**config.mk**
```make
export PLATFORM = sky130hd
export DESIGN_NAME = int4_group_dequantize_bf16_core
export DESIGN_NICKNAME = d
export VERILOG_FILES = /design/src/rtl/i4dq_pkg.sv /design/src/rtl/i4dq_lane.sv /design/src/rtl/int4_group_dequantize_bf16_core.sv
export SDC_FILE = /design/constraint.sdc
export NUM_CORES = 1
export LEC_CHECK = 0
export BUFFER_PORTS_ARGS = -buffer_cell sky130_fd_sc_hd__buf_2
export CORE_ASPECT_RATIO = 0.75
export CORE_MARGIN = 2
export CORE_UTILIZATION = 58
export CTS_BUF_LIST = sky130_fd_sc_hd__clkbuf_8
export CTS_CLUSTER_DIAMETER = 120
export DETAILED_ROUTE_END_ITERATION = 7
export PLACE_DENSITY = 0.84
export SETUP_SLACK_MARGIN = 0.5
export SLEW_MARGIN = 20
export SYNTH_ARGS = -nofsm -noshare
export SYNTH_HDL_FRONTEND = slang
export SYNTH_SLANG_ARGS = --single-unit
```
**constraint.sdc**
```tcl
create_clock -name clk -period 11.8 [get_ports clk]
set_input_delay 1.77 -clock clk [delete_from_list [all_inputs] [get_ports clk]]
set_output_delay 1.77 -clock clk [all_outputs]
set_load 0.05 [all_outputs]
```
**src/rtl/i4dq_pkg.sv**
```systemverilog
`timescale 1ns / 1ps
`default_nettype none
package i4dq_pkg;
  localparam int LANES = 8;
  localparam int NUM_OUT = 8;
  localparam logic [15:0] BF_DEFAULT_NAN = 16'h7FC0;
  localparam logic [15:0] BF_INF = 16'h7F80;

  typedef struct packed {
    logic [15:0] group_scale;
    logic [31:0] packed_weights;
  } in_beat_t;

  typedef struct packed {
    logic [15:0] value7;
    logic [15:0] value6;
    logic [15:0] value5;
    logic [15:0] value4;
    logic [15:0] value3;
    logic [15:0] value2;
    logic [15:0] value1;
    logic [15:0] value0;
  } out_beat_t;
endpackage
`default_nettype wire

```
**src/rtl/i4dq_lane.sv**
```systemverilog
`timescale 1ns / 1ps
`default_nettype none
module i4dq_lane (
  input  logic [3:0]  weight,
  input  logic [15:0] scale,
  output logic [15:0] value
);
  import i4dq_pkg::*;
  logic        ssign, wneg;
  logic [7:0]  sexp;
  logic [6:0]  sfrac;
  logic [3:0]  mag;
  logic [15:0] rsign;
  logic [10:0] prod;
  logic [1:0]  sh;
  logic [8:0]  q;
  logic [2:0]  rem, half;
  logic [9:0]  e;

  always_comb begin
    ssign = scale[15];
    sexp = scale[14:7];
    sfrac = scale[6:0];
    wneg = weight[3];
    mag = wneg ? (4'd0 - weight) : weight;
    rsign = {ssign ^ wneg, 15'd0};
    prod = {3'b0, 1'b1, sfrac} * {7'd0, mag};
    priority if (prod[10]) sh = 2'd3;
    else if (prod[9]) sh = 2'd2;
    else if (prod[8]) sh = 2'd1;
    else sh = 2'd0;
    q = {1'b0, prod[10:3]};
    rem = 3'd0;
    half = 3'd0;
    unique case (sh)
      2'd0: q = {1'b0, prod[7:0]};
      2'd1: begin q = {1'b0, prod[8:1]}; rem = {2'b0, prod[0]}; half = 3'd1; end
      2'd2: begin q = {1'b0, prod[9:2]}; rem = {1'b0, prod[1:0]}; half = 3'd2; end
      default: begin q = {1'b0, prod[10:3]}; rem = prod[2:0]; half = 3'd4; end
    endcase
    if (sh != 2'd0 && (rem > half || (rem == half && q[0]))) q = q + 9'd1;
    e = {2'b0, sexp} + {8'd0, sh};
    if (q[8]) begin
      q = 9'h080;
      e = e + 10'd1;
    end
    if (sexp == 8'hFF) begin
      if (sfrac != 7'd0) value = scale | 16'h0040;
      else if (mag == 4'd0) value = BF_DEFAULT_NAN;
      else value = rsign | BF_INF;
    end else if (sexp == 8'd0 || mag == 4'd0) value = rsign;
    else if (e >= 10'd255) value = rsign | BF_INF;
    else value = rsign | {1'b0, e[7:0], q[6:0]};
  end
endmodule
`default_nettype wire

```
**src/rtl/int4_group_dequantize_bf16_core.sv**
```systemverilog
`timescale 1ns / 1ps
`default_nettype none
// Dequantizes eight signed int4 weights by one bfloat16 group scale per beat.
// Eight lanes work in parallel; results are merged into one registered output
// beat, one beat per cycle unless stalled. A skid register holds one beat
// under out_stall; in_stall is its valid. Lanes at or above LANES read zero.
module int4_group_dequantize_bf16_core (
  input  logic                clk,
  input  logic                rst_n,
  input  logic                in_valid,
  output logic                in_stall,
  input  i4dq_pkg::in_beat_t  in_data,
  output logic                out_valid,
  input  logic                out_stall,
  output i4dq_pkg::out_beat_t out_data
);
  import i4dq_pkg::*;
  logic [NUM_OUT-1:0][15:0] lane_val;
  out_beat_t merged;
  out_beat_t out_r, skid_r;
  logic out_vld_r, skid_vld_r;

  for (genvar g = 0; g < NUM_OUT; g++) begin : g_lane
    if (g < LANES) begin : g_on
      i4dq_lane u_lane (
        .weight(in_data.packed_weights[4*g+3:4*g]),
        .scale (in_data.group_scale),
        .value (lane_val[g])
      );
    end else begin : g_off
      assign lane_val[g] = 16'd0;
    end
  end

  assign merged = out_beat_t'(lane_val);
  assign in_stall = skid_vld_r;
  assign out_valid = out_vld_r;
  assign out_data = out_r;

  always_ff @(posedge clk) begin
    if (!rst_n) begin
      out_vld_r <= 1'b0;
      skid_vld_r <= 1'b0;
    end else begin
      if (!out_vld_r || !out_stall) begin
        if (skid_vld_r) begin
          out_r <= skid_r;
          out_vld_r <= 1'b1;
          skid_vld_r <= 1'b0;
        end else begin
          out_r <= merged;
          out_vld_r <= in_valid;
        end
      end else if (in_valid && !skid_vld_r) begin
        skid_r <= merged;
        skid_vld_r <= 1'b1;
      end
    end
  end

`ifndef SYNTHESIS
  a_hold: assert property (@(posedge clk) disable iff (!rst_n)
    out_valid && out_stall |=> out_valid && $stable(out_data))
    else $error("output beat changed under stall");
  a_skid: assert property (@(posedge clk) disable iff (!rst_n)
    skid_vld_r |-> out_vld_r)
    else $error("skid full with empty output");
  a_drain: assert property (@(posedge clk) disable iff (!rst_n)
    skid_vld_r && !out_stall |=> !skid_vld_r)
    else $error("skid not drained");
`endif
endmodule
`default_nettype wire
```
==> results of run 1 <==
==> critical path, cell delays in order <==
cell and delay, ps:
buf_2 180, inv_1 120, ha_1 200, nand2b_1 150
xnor2_1 590, nand2_1 170, fa_1 540, inv_1 50
fa_1 510, ha_1 310, a21o_1 180, a21oi_1 360
nor4_1 110, or3_1 360, and2_1 310, o21ai_0 370
ha_1 280, inv_1 70, fa_1 490, xnor2_1 420
nand3_1 150, nor3_1 530, nand3_1 150, nor4b_1 760
xor2_1 210, a21oi_1 140, mux2_2 320
==> metal layers <==
metal,GRT usage,share of wire,vias to the layer above
met3,0.05305,0.088,197
li1,-,-,10790
met4,0.1172,0.039,0
met2,0.5461,0.47,1149
met1,0.4242,0.40,11300
met5,0,0,-
==> final timing paths <==
| check | from | to | slack, ps | depth (start not counted) |
|---|---|---|---|---|
| worst min register to register | skid_r[109] | out_data[109] | 530 | 2 |
| worst max register to register | in_stall | skid_r[80] | 8870 | 4 |
| worst max-delay path | in_data[16] | out_data[76] | 2320 | 27 |
| worst min-delay path | skid_r[109] | out_data[109] | 530 | 2 |
==> layout by cell type, fill, tap and decap left out, drive strengths merged, types with 68 or more instances in the layout <==
cell type  synthesis  routed
xnor2            146     146
ha               168     168
nand2            291     291
fa               104     104
a21oi            168     168
edfxtp           256     256
nand3             75      75
and2             122     122
nor2             194     194
buf               19     200
o21ai            175     175
mux2              78      78
inv              259     274
nor3              68      68
==> power by group through the flow <==
stage                     clock network (mW)  registers [mW]  logic (mW)
final                                  0.696            1.38        3.78
after global routing                   0.734            1.39        4.12
after CTS                              0.690            1.38        3.72
after detailed placement                   0            1.39        3.69
after global placement                     0            1.39        3.61
after floorplan                            0            1.82        2.37
==> through the flow <==
stage | instance area, sq um | power, mW | hold WS [ps]
2_1_floorplan | 26310 | 4.195 | 492.7
3_5_place_dp | 27610 | 5.085 | 520.8
5_1_grt | 28300 | 6.239 | 551.1
3_3_place_gp | 27610 | 5.006 | 514.0
6_report | 28300 | 5.856 | 532.4
4_1_cts | 28300 | 5.787 | 536.4
==> state kept, by name (all words and copies together), names as in the netlist <==
signal	flops
skid_r	128
in_stall	1
out_data	128
out_valid	1
==> logic make-up after synthesis <==
logic type	count (synthesis)	synth area share
AOI/OAI and AO/OA	693	0.1739
xor gates and xnor gates	206	0.06888
adders and majority gates	272	0.1591
buffers and inverters	381	0.05580
DFF	258	0.2938
muxes	115	0.04762
and+or+nand+nor	1026	0.2009
==> synthesized netlist by cell type, drive strengths merged (9+ instances only) <==
cell type	count	area [sq um]
a211o	11	96.34
a211oi	26	195.2
a21boi	10	86.34
a21o	37	277.8
a21oi	168	840.8
a221oi	11	96.34
a22oi	12	90.09
a2bb2oi	35	306.5
a311oi	9	78.83
a31oi	17	106.4
and2	122	765.7
and3	26	162.7
buf	19	108.9
clkbuf	101	379.1
edfxtp	256	7687
fa	104	2082
ha	168	2102
inv	259	972.2
mux2	78	882.1
mux2i	37	370.4
nand2	291	1092
nand2b	49	306.5
nand3	75	375.4
nand4	16	100.1
nor2	194	730.7
nor2b	60	375.4
nor3	68	340.3
nor3b	13	97.59
nor4	20	137.6
nor4b	15	237.7
o211ai	22	183.9
o21a	19	142.6
o21ai	175	875.8
o22ai	16	106.4
o31ai	29	217.7
or2	14	87.58
or3	30	192.7
xnor2	146	1286
xor2	60	525.5
==> layout make-up <==
cell class,count,area (sq um)
clock buffer,39,536.8
clock inverter,29,146.4
fill,3764,16380
inverter,261,982.2
multi-input combinational,2312,17120
sequential,258,7729
tap,586,733.2
timing repair buffer,200,1049
==> results.sh, run 1 <==
export IMPL_status="completed"
export IMPL_die_x_um=249.9
export IMPL_async_reset_ff_frac=0
export IMPL_grt_max_degree=81
export IMPL_synth_ff_type="edfxtp_1"
export IMPL_cts_max_level=2
export IMPL_hold_path_class="reg -> reg"
export IMPL_relSlewSlack=0.1319
export IMPL_worst_slack_ps=2318
export IMPL_grt_pass1_wl_um=122900
export IMPL_cts_root_buf="clkbuf_8"
export IMPL_nets=3394
export IMPL_cts_hold_buf=0
export IMPL_grt_pass1_vias=23110
export IMPL_finalHoldViolations=0
export IMPL_io_pins=182
export IMPL_setup_viol=0
export IMPL_criticalPathCategory="in -> reg"
export IMPL_wl_per_cell_um=20.98
export IMPL_maxCapViolations=0
export IMPL_final_core_util=0.6333
export IMPL_fin_crit_ps=9482
export IMPL_syn_area_sq_mm=0.02630
export IMPL_numCtsBuffers=37
export IMPL_cts_max_path_buffers=3
export IMPL_grt_overflow_total=0
export IMPL_drc=0
export IMPL_antenna_found_initial=0
export IMPL_cts_sinks=258
export IMPL_rsz0062_at_grt="false"
export IMPL_core_sq_mm=0.04468
export IMPL_cts_tree="yes"
export IMPL_synthDistinctLibCells=99
export IMPL_dr_pass1_iters=6
export IMPL_p_leak_nw=11.97
export IMPL_layout_drive_gt1_share=0.1207
export IMPL_netSwitchingFraction=0.4969
export IMPL_combPwrFrac=0.645
export IMPL_track_usage=0.3246
export IMPL_p_int_mw=2.946
export IMPL_layout_cells_non_filler=3685
export IMPL_p_per_area_mw_per_mm2=206.9
export IMPL_cts_setup_buffers=0
export IMPL_slew_violations=0
export IMPL_clkTransAtPathRegs_ps=70
export IMPL_ctsResizeCount=0
export IMPL_diodes=0
export IMPL_fin_tns_setup_ps=0
export IMPL_syn_nets=3275
export IMPL_crit_required_ps=12110
export IMPL_finalClockSkew_ps=22.12
export IMPL_clockPowerShare=0.119
export IMPL_tightest_slew_ps=1302
export IMPL_dp_slack_ps=1862
export IMPL_avgViaCountPerCell=6.360
export IMPL_place_congestion=0.9811
export IMPL_yosys_register_bits=258
export IMPL_syn_inst=2951
export IMPL_synth_avg_cell_area_sq_um=8.913
export IMPL_p_seq_frac=0.236
export IMPL_portBuffers=181
export IMPL_drt_total_wl_um=77300
export IMPL_ys_warn_count=0
export IMPL_die_area_sq_mm=0.04708
export IMPL_start_kind="input port"
export IMPL_hpwl_um=58580
export IMPL_place_inst=3617
export IMPL_crit_path_max_fanout=13
export IMPL_worstSkewPairLatency_ps=560
export IMPL_areaGrowthSynthToFinish_pct=7.592
export IMPL_antenna_left=0
export IMPL_drt_iter0_drc=2359
export IMPL_end_kind="flop"
export IMPL_switchingPower_mw=2.910
export IMPL_critical_path_arrival_ps=9790
export IMPL_num_rows=67
export IMPL_die_height_um=188.4
export IMPL_initial_core_util=0.5886
export IMPL_synth_edf_count=256
export IMPL_peakVddDrop_uv=228.8
export IMPL_period_share=0.8035
export IMPL_fmax_mhz=105.5
export IMPL_num_vias=23440
export IMPL_yosysSeqAreaShare=0.2938
(Power assumes the default switching activity.)
==> run 2: changes to the inputs <==
--- a/config.mk
+++ b/config.mk
@@ -5,6 +5,7 @@
 export SDC_FILE = /design/constraint.sdc
 export NUM_CORES = 1
 export LEC_CHECK = 0
+export ABC_AREA = 1
 export BUFFER_PORTS_ARGS = -buffer_cell sky130_fd_sc_hd__buf_2
 export CORE_ASPECT_RATIO = 0.75
 export CORE_MARGIN = 2
==> constraint.sdc (replaced) <==
create_clock -name clk -period 7.66 [get_ports clk]
set_input_delay 1.149 -clock clk [delete_from_list [all_inputs] [get_ports clk]]
set_output_delay 1.149 -clock clk [all_outputs]
set_load 0.05 [all_outputs]
==> results.sh, run 2 <==
export IMPL_die_height_um=195.0
export IMPL_cts_max_path_buffers=3
export IMPL_synth_top_area_share=0.2725
export IMPL_p_leak_nw=16.71
export IMPL_rsz0062_at_grt="false"
export IMPL_nets=4483
export IMPL_peakVddDrop_uv=261.7
export IMPL_p_per_area_mw_per_mm2=269.4
export IMPL_clkTransAtPathRegs_ps=60
export IMPL_finalClockSkew_ps=22.24
export IMPL_end_kind="flop"
export IMPL_stdcell_area_sq_mm=0.03074
export IMPL_yosys_top_cells_count="1499 x nand2_1, 622 x inv_1, 256 x edfxtp_1, 245 x nor2_1, 206 x nand3_1"
export IMPL_avgViaCountPerCell=5.449
export IMPL_syn_nets=4295
export IMPL_portBuffers=181
export IMPL_yosysSeqAreaShare=0.2740
export IMPL_fin_tns_setup_ps=0
export IMPL_layout_cells_non_filler=4827
export IMPL_path_buf_inv=9
export IMPL_maxCapViolations=0
export IMPL_finalHoldViolations=0
export IMPL_ys_top_cells_by_area="edfxtp_1 27%, nand2_1 20%, inv_1 8.3%, ha_1 7.5%, fa_1 7.4%"
export IMPL_yosys_register_bits=258
export IMPL_yosysMostFrequentCell="nand2_1"
export IMPL_synth_avg_cell_area_sq_um=7.103
export IMPL_num_rows=69
export IMPL_grt_max_degree=77
export IMPL_start_kind="input port"
export IMPL_mostFrequentLayoutCell="nand2_1"
export IMPL_grt_pass1_vias=24860
export IMPL_grt_pass1_wl_um=126400
export IMPL_hpwl_um=58270
export IMPL_fmax_mhz=149.0
export IMPL_synth_edf_count=256
export IMPL_period_share=0.8763
export IMPL_areaGrowthSynthToFinish_pct=8.974
export IMPL_total_power_mw=8.281
export IMPL_hold_path_class="reg -> reg"
export IMPL_track_usage=0.3113
export IMPL_cpLargestDelayFamily="simple AND/OR/NAND/NOR gates"
export IMPL_place_area_sq_mm=0.02954
export IMPL_die_area_sq_mm=0.05043
export IMPL_worstSkewPairLatency_ps=570
export IMPL_synthDistinctLibCells=55
export IMPL_cts_tree="yes"
export IMPL_setup_viol=0
export IMPL_nFillCells=4183
export IMPL_dr_pass1_iters=5
export IMPL_antenna_found_initial=6
export IMPL_place_congestion=0.9667
export IMPL_path_common_cell="nand2_1"
export IMPL_fin_crit_ps=6713
export IMPL_synth_top_cell_by_area="edfxtp_1"
export IMPL_cts_max_level=2
export IMPL_io_pins=182
export IMPL_drt_iter0_drc=2625
export IMPL_multi_input_area_sq_mm=0.01746
export IMPL_die_x_um=258.6
export IMPL_slew_violations=0
export IMPL_ys_warn_count=0
export IMPL_status="completed"
export IMPL_crit_path_max_fanout=8
export IMPL_wl_per_cell_um=16.25
export IMPL_crit_slowest_cell="fa_1"
export IMPL_num_vias=26300
export IMPL_hold_slack_ps=494.3
export IMPL_drc=0
export IMPL_async_reset_ff_frac=0
export IMPL_final_cell_mix="1494 x nand2_1, 620 x inv_1, 256 x edfxtp_1"
export IMPL_grt_overflow_total=0
export IMPL_antenna_left=0
export IMPL_relSlewSlack=0.2352
export IMPL_crit_required_ps=8070
export IMPL_cp_slowest_stage_delay_ps=530
export IMPL_synth_ff_type="edfxtp_1"
export IMPL_critical_path_arrival_ps=7120
export IMPL_syn_area_sq_mm=0.02821
export IMPL_cts_root_buf="clkbuf_8"
export IMPL_cts_sinks=258
export IMPL_initial_core_util=0.5919
export IMPL_tightest_slew_ps=1145
export IMPL_core_sq_mm=0.04766
export IMPL_cts_hold_buf=0
export IMPL_numCtsBuffers=39
export IMPL_regArea_sq_mm=0.007731
export IMPL_place_inst=4728
export IMPL_syn_inst=3971
export IMPL_drt_total_wl_um=78430
export IMPL_layout_drive_gt1_share=0.1516
export IMPL_criticalPathCategory="in -> reg"
run 2: changes by cell type after synthesis, sizes merged, moves of 77 or more:
cell / previous run / this run
a21oi: 168 / 41
and2: 122 / 1
inv: 259 / 659
mux2: 78 / 1
nand2: 291 / 1609
nand3: 75 / 258
nand4: 16 / 133
nor2: 194 / 290
o21ai: 175 / 71
xnor2: 146 / 34
run 2: per-stage QoR:
stage	worst slack, ps	util
after global placement	154.0	0.6198
after global routing	452.4	0.6449
after detailed placement	33.74	0.6198
after floorplan	808.5	-
final	947.3	0.6450
after CTS	613.3	0.6343
run 2: layout make-up:
type,count,share of cell area
clock buffers,39,0.01746
flip-flops and latches,258,0.2515
diodes,7,0.0005699
inverters,662,0.08166
repair buffers,262,0.04950
well taps,639,0.02601
multi-input cells,2936,0.5681
clock inverters,24,0.005129
run 2: routing by layer:
layer / share of wire / global-route usage / up-vias
met2: 0.45 / 0.5055 / 1123
met4: 0.046 / 0.1321 / 0
met3: 0.094 / 0.05530 / 232
met5: 0 / 0 / -
li1: - / - / 12830
met1: 0.41 / 0.4103 / 12120
run 2: worst reg2reg max path: cells and delay by family, from the launching register on:
family,cells,cell delay [ps]
and+or+nand+nor,2,640
DFF,1,520
buffers and inverters,2,1420
run 2: timing repair:
item	CTS	global route
hold endpoints to repair	0	0
setup buffers	0	28
resized for setup	0	76
endpoints found under the setup margin	0	218
run 2: path summary, 6_finish.rpt:
path	start	end	slack (ps)	depth (start not counted)
max	in_data[20]	out_data[90]	950	43
min	out_valid	out_valid	490	2
max reg2reg	in_stall	skid_r[99]	4590	4
min reg2reg	out_valid	out_valid	490	2
run 2: power by group:
part / internal [mW] / switching, mW
combinational: 1.62 / 3.57
sequential: 1.95 / 0.0639
clock: 0.541 / 0.532
total: 4.12 / 4.16
run 2: kinds of logic after synthesis:
| group | after synthesis | synth area share |
|---|---|---|
| AND/OR/NAND/NOR | 2362 | 0.3826 |
| buffers and inverters | 778 | 0.1172 |
| adder cells (fa/ha/maj) | 272 | 0.1483 |
| flip-flops | 258 | 0.2740 |
| XOR/XNOR | 155 | 0.04813 |
| AO/OA/AOI/OAI | 145 | 0.02937 |
| multiplexers | 1 | 0.0003992 |
